`src/ipb_pkg.sv`:
```
// Shared constants, codes and control structs of the inverse permutation builder.
package ipb_pkg;

    localparam int DEPTH_DEF = 1024;

    localparam int FUNC_W  = 2;
    localparam int IDX_W   = 32;
    localparam int POS_W   = 10;
    localparam int CNT_W   = 11;
    localparam int CFG_W   = 11;
    localparam int EPOCH_W = 8;

    // Item function codes; the fourth code does nothing.
    localparam logic [FUNC_W-1:0] FUNC_START = 2'd0;
    localparam logic [FUNC_W-1:0] FUNC_LOAD  = 2'd1;
    localparam logic [FUNC_W-1:0] FUNC_READ  = 2'd2;

    // Configuration register indexes.
    localparam logic CFG_TOP_INDEX  = 1'b0;
    localparam logic CFG_ELEM_COUNT = 1'b1;

    typedef struct packed {
        logic start;      // start transaction accepted
        logic load;       // load transaction accepted
        logic rd_issue;   // read transaction accepted, memory read issued
        logic item_done;  // non-read transaction accepted, result loads now
        logic rd_done;    // memory data ready, read result loads now
        logic clear;      // clearing sweep active
    } t_cmd;

    typedef struct packed {
        logic epoch_last; // next start wraps the epoch
        logic sweep_last; // sweep is at the last entry
    } t_status;

endpackage

```
`src/ipb_ctrl.sv`:
```
// Controller: handshakes, command decode and clearing-sweep sequencing.
module ipb_ctrl (
    input  logic                            i_clk,
    input  logic                            i_rst_n,
    input  logic                            i_in_valid,
    output logic                            o_in_stall,
    input  logic [ipb_pkg::FUNC_W-1:0]      i_func,
    output logic                            o_out_valid,
    input  logic                            i_out_stall,
    input  ipb_pkg::t_status                i_status,
    output ipb_pkg::t_cmd                   o_cmd
);

    typedef enum logic [2:0] {
        S_CLEAR = 3'b001,
        S_RUN   = 3'b010,
        S_READ  = 3'b100
    } t_state;

    t_state r_state, n_state;
    logic   r_out_valid, n_out_valid;
    logic   can_take;
    logic   in_accept;
    logic   out_take;

    assign out_take  = r_out_valid && !i_out_stall;
    assign can_take  = (r_state == S_RUN) && (!r_out_valid || !i_out_stall);
    assign in_accept = i_in_valid && can_take;

    assign o_in_stall  = !can_take;
    assign o_out_valid = r_out_valid;

    always_comb begin
        o_cmd           = '0;
        o_cmd.start     = in_accept && (i_func == ipb_pkg::FUNC_START);
        o_cmd.load      = in_accept && (i_func == ipb_pkg::FUNC_LOAD);
        o_cmd.rd_issue  = in_accept && (i_func == ipb_pkg::FUNC_READ);
        o_cmd.item_done = in_accept && (i_func != ipb_pkg::FUNC_READ);
        o_cmd.rd_done   = (r_state == S_READ);
        o_cmd.clear     = (r_state == S_CLEAR);
    end

    always_comb begin
        n_state = r_state;
        case (r_state)
            S_CLEAR: begin
                if (i_status.sweep_last) begin
                    n_state = S_RUN;
                end
            end
            S_RUN: begin
                if (o_cmd.rd_issue) begin
                    n_state = S_READ;
                end else if (o_cmd.start && i_status.epoch_last) begin
                    n_state = S_CLEAR;
                end
            end
            S_READ: begin
                n_state = S_RUN;
            end
            default: begin
                n_state = S_CLEAR;
            end
        endcase
    end

    always_comb begin
        if (o_cmd.item_done || o_cmd.rd_done) begin
            n_out_valid = 1'b1;
        end else if (out_take) begin
            n_out_valid = 1'b0;
        end else begin
            n_out_valid = r_out_valid;
        end
    end

    always_ff @(posedge i_clk) begin
        if (!i_rst_n) begin
            r_state     <= S_CLEAR;
            r_out_valid <= 1'b0;
        end else begin
            r_state     <= n_state;
            r_out_valid <= n_out_valid;
        end
    end

    a_read_slot_free: assert property (@(posedge i_clk) disable iff (!i_rst_n)
        (r_state == S_READ) |-> !r_out_valid)
        else $error("read result would overwrite a pending result");

    a_read_goes_wait: assert property (@(posedge i_clk) disable iff (!i_rst_n)
        o_cmd.rd_issue |=> ((r_state == S_READ) && !r_out_valid) ##1 r_out_valid)
        else $error("read transaction did not produce its result");

    a_no_take_in_sweep: assert property (@(posedge i_clk) disable iff (!i_rst_n)
        (r_state == S_CLEAR) |-> !in_accept)
        else $error("transaction accepted during clearing sweep");

endmodule

```
`config.mk`:
```
export PLATFORM = sky130hd
export DESIGN_NAME = ipb_ctrl
export DESIGN_NICKNAME = d
export VERILOG_FILES = /design/src/ipb_pkg.sv /design/src/ipb_ctrl.sv
export SDC_FILE = /design/constraint.sdc
export NUM_CORES = 1
export LEC_CHECK = 0
export ABC_AREA = 0
export BUFFER_PORTS_ARGS = -buffer_cell sky130_fd_sc_hd__buf_2
export CORE_AREA = 2 2 39 41
export DETAILED_ROUTE_END_ITERATION = 10
export DIE_AREA = 0 0 41 43
export SYNTH_ARGS = -nofsm -noshare
export SYNTH_HDL_FRONTEND = slang
export SYNTH_SLANG_ARGS = --single-unit
```
`constraint.sdc`:
```
create_clock -name i_clk -period 1.68 [get_ports i_clk]
set_clock_uncertainty 0.2 [all_clocks]
set_input_delay 0.336 -clock i_clk [delete_from_list [all_inputs] [get_ports i_clk]]
set_output_delay 0.336 -clock i_clk [all_outputs]
set_load 0.02 [all_outputs]
```
Yosys cells after proc, flatten, opt, wreduce, memory -nomap -nowiden
Cells that the tools add are included.
{"block": "word_totals", "ff_bits": 4, "latch_bits": 0, "ramBits": 0, "mem_bits_ro": 0, "input_bits": 8, "out_inout_bits": 8, "elab_cells": 32, "n_memories": 0}
{"block": "classes", "n_addsub": 0, "multipliers": 0, "div": 0, "order_cmp": 0, "eq_ne": 8, "shifts": 0, "muxes": 6, "n_bitwise": 0, "n_reduce_logical": 16}
{"op": "$mux 3", "n": 3}
{"op": "$pmux 3 s3", "n": 1}
{"op": "$logic_and 1x1->1", "n": 8}
{"op": "$ne 2x2->1 const B", "n": 2}
{"op": "$eq 3x1->1 const B", "n": 1}
{"op": "$eq 3x2->1 const B", "n": 1}
{"op": "$eq 3x3->1 const B", "n": 1}
{"op": "$logic_not 1->1", "n": 3}
{"op": "$ne 3x2->1 const B", "n": 1}
{"op": "$eq 2x1->1 const B", "n": 1}
{"op": "$eq 2x2->1 const B", "n": 1}
{"op": "$logic_not 2->1", "n": 1}
{"op": "$logic_or 1x1->1", "n": 2}
{"op": "$mux 1", "n": 2}
{"op": "$reduce_and 2->1", "n": 1}
{"op": "$reduce_bool 2->1", "n": 1}

Logic depth before layout (Yosys ltp)
{"block": "depth", "depth_word": 9, "mapped_depth": 3, "depth_no_buf": 3}

Worst setup path after synthesis
No wires, ideal clock.
{"block": "synth_path", "path_kind": "register to output", "startpoint": "register r_state[1]", "endpoint": "output port o_cmd[4] (netlist name)", "arrival_ns": 1.219, "t_required_ns": 1.144, "slack_ns": -0.075, "stages_incl_launch_ff": 4, "path_buffers": 0, "cell_sequence": "dfxtp_1 nor3b_4 nand3_2 nor3_1"}
{"item": "start, declared", "line": "ipb_ctrl.sv:20", "rtl": "t_state r_state, n_state;"}
{"item": "start signal, assigned", "line": "ipb_ctrl.sv:82", "rtl": "r_state <= n_state;"}
{"item": "end, declared", "line": "ipb_ctrl.sv:11", "rtl": "output ipb_pkg::t_cmd o_cmd"}

==> results by group <==
GRT
  – Vias in the first global route: 274
  – Initial antenna violation count: 0
  – Total gr overflow: 0
  – GRT Util Overall: 0.0973
  – Largest net degree at the start of global routing: 7
  – First-pass GRT wire length: 1.10 mm

Status
  – Status: finished with violations
  – Failing checks: setup timing

Detailed routing
  – DRC viols: 0
  – Wire per inst: 10.5 um
  – Vias per inst: 4.50
  – Vias: 315
  – Post-Route WL: 733 um
  – 1st-iter DRT viols: 4
  – DR pass1 iterations: 2
  – Post-route ant nets: 0

Pwr
  – Clk network pwr share: 0.433
  – Switching power: 0.0747 mW
  – Cell Int Power: 0.207 mW
  – LEAKAGE: 0.192 nW
  – Sw frac: 0.265
  – Sequential share of power: 0.369
  – Combinational share of power: 0.199
  – Power, Total: 0.282 mW
  – Max IR drop VDD: 0.388 mV
  – Pwr Density: 617 nW/um^2

Setup path
  – Critical path's slowest cell: dfxtp_4
  – Crit path cell chain: nor3b_4 -> nand3_4 -> nor3_2 -> buf_4
  – Crit start category: flop
  – CP arrival: 1.29 ns
  – Req. time, crit path: 1.14 ns
  – CP Capture Type: output pin
  – Kind of critical path: flop to output pin
  – Largest stage delay, worst path: 0.34 ns
  – Crit Path Max Fanout: 5

Clock network
  – Reg clk slew, reported paths: 0.04 ns
  – Clock latency on the worst-skew pair: 0.24 ns
  – TritonCTS clock tree: yes
  – CTS H-tree depth: 1
  – Clock buffer depth: 2
  – Clk Tree Root Cell: clkbuf_4
  – TritonCTS sink count: 4
  – Total CTS buffers: 3
  – CTS hold repair buffers: 0

Worst hold path
  – HP Class: primary input to flop

STA
  – RSZ-0062 raised after global routing: yes
  – Crit share post-route: 1.09
  – Setup ws final: -0.151 ns
  – Min Tclk post-route: 1.83 ns
  – Tightest Pin Transition: 0.263 ns
  – Hold Slack: 0.117 ns
  – Count of final hold-check violations: 0
  – Fmax: 546 MHz
  – Slew margin rel.: 0.824
  – Finish-stage setup viols: 6
  – Final Max Tran Viols: 0

Yosys
  – Seq cells post-synth: 4
  – Distinct cells, synth: 18
  – Synthesized cell area: 249 sq um
  – Syn nets: 38
  – Cells after Synth: 30
  – Synth warnings: 0
  – Seq/Total Area, Yosys: 0.322
  – Syn_area_per_cell: 8.30 sq um

Die
  – Top Ports: 16
  – Die area: 1760 sq um
  – Std cell rows: 14
  – Core area: 1380 sq um
  – Die W: 41 um
  – Die H: 43 um
  – Initial core utilization: 0.180

Finish
  – Final nets: 64
  – Fillers: 142
  – Area Growth Syn to Fin: 83.4%
  – Final core occ: 0.330
  – # diodes: 0
  – Most frequent cells in the layout: 10 x buf_2, 10 x buf_4
  – Fraction of layout cells with a size suffix above 1: 0.611

Place
  – Dpl ws: 0.0672 ns
  – IO Port Bufs: 15
  – Gpl congestion: 0.738
  – Placed wire-length estimate: 497 um

Flow run
  – Max-cap viol count: 0
-- path summary, 6_finish.rpt --
| check | start | to | slack [ns] | cells after the start |
|---|---|---|---|---|
| max | r_state[0]$_SDFFE_PN1P_ | o_cmd[5] | -0.15 | 4 |
| min | i_rst_n | r_state[0]$_SDFFE_PN1P_ | 0.12 | 2 |
| max reg2reg | r_state[0]$_SDFFE_PN1P_ | r_state[0]$_SDFFE_PN1P_ | 0.21 | 5 |
| min reg2reg | r_state[1]$_SDFFE_PN0P_ | o_out_valid$_SDFFE_PN0P_ | 0.33 | 2 |
-- timing repair --
item | in CTS | in global routing
endpoints found under the hold margin | 0 | 0
setup endpoints to repair | 6 | 6
resized for setup | 5 | 9
setup buffers | 4 | 1
pin swaps | 3 | 2
-- flip-flops by register name (all words and copies together) (netlist names) --
register     flops
o_out_valid      1
r_state          3
-- synth_stat cells, drive strengths merged --
master / number / area (sq um)
dfxtp: 4 / 80.1
nor3b: 2 / 26.3
inv: 3 / 11.3
nand2b: 1 / 6.26
o2111a: 1 / 11.3
a21boi: 1 / 7.51
o2bb2ai: 1 / 8.76
a31o: 1 / 8.76
nand3: 1 / 10.0
nand4b: 1 / 8.76
a21oi: 1 / 5.00
a221oi: 1 / 8.76
nor2: 3 / 11.3
and2: 1 / 6.26
o221ai: 1 / 8.76
nor3: 3 / 15.0
nand2: 4 / 15.0
-- logic make-up after synthesis --
logic type             after synthesis  synth area share
and+or+nand+nor                     16             0.397
buffers and inverters                3            0.0452
DFF                                  4             0.322
AOI/OAI and AO/OA                    7             0.236
-- area by class of cell --
class / count / area [sq um] / share of cell area
clock buffer: 3 / 22.5 / 0.0493
inverter: 3 / 11.3 / 0.0247
multi-input combinational: 23 / 181 / 0.397
sequential: 4 / 85.1 / 0.186
tap: 16 / 20.0 / 0.0438
timing repair buffer: 21 / 136 / 0.299
-- critical path: cells and delay by family, from the launching register on --
kind,cells,cell delay [ns]
buffers and inverters,1,0.17
flip-flops,1,0.34
AND/OR/NAND/NOR,3,0.54
-- power by group through the flow --
| stage | combinational, mW | clock (mW) | sequential, mW |
|---|---|---|---|
| 3_5_place_dp | 0.0456 | 0 | 0.106 |
| 3_3_place_gp | 0.0454 | 0 | 0.106 |
| 2_1_floorplan | 0.0251 | 0 | 0.106 |
| 4_1_cts | 0.0516 | 0.125 | 0.104 |
| 5_1_grt | 0.0613 | 0.137 | 0.104 |
| 6_report | 0.0560 | 0.122 | 0.104 |
-- routing by layer --
metal | GRT usage | vias to the layer above | share of wire
li1 | - | 160 | -
met1 | 0.0962 | 146 | 0.40
met2 | 0.144 | 9 | 0.52
met3 | 0.0785 | 0 | 0.079
met4 | 0.0400 | 0 | 0
met5 | 0 | - | 0
-- through the flow --
stage	instance area, sq um	setup TNS, ns	std cells
2_1_floorplan	249	-0.151	30
3_3_place_gp	359	0	63
3_5_place_dp	359	0	63
4_1_cts	422	-0.458	70
5_1_grt	457	-0.887	70
6_report	457	-0.508	70
No activity file was read; power rests on OpenSTA's default activity.
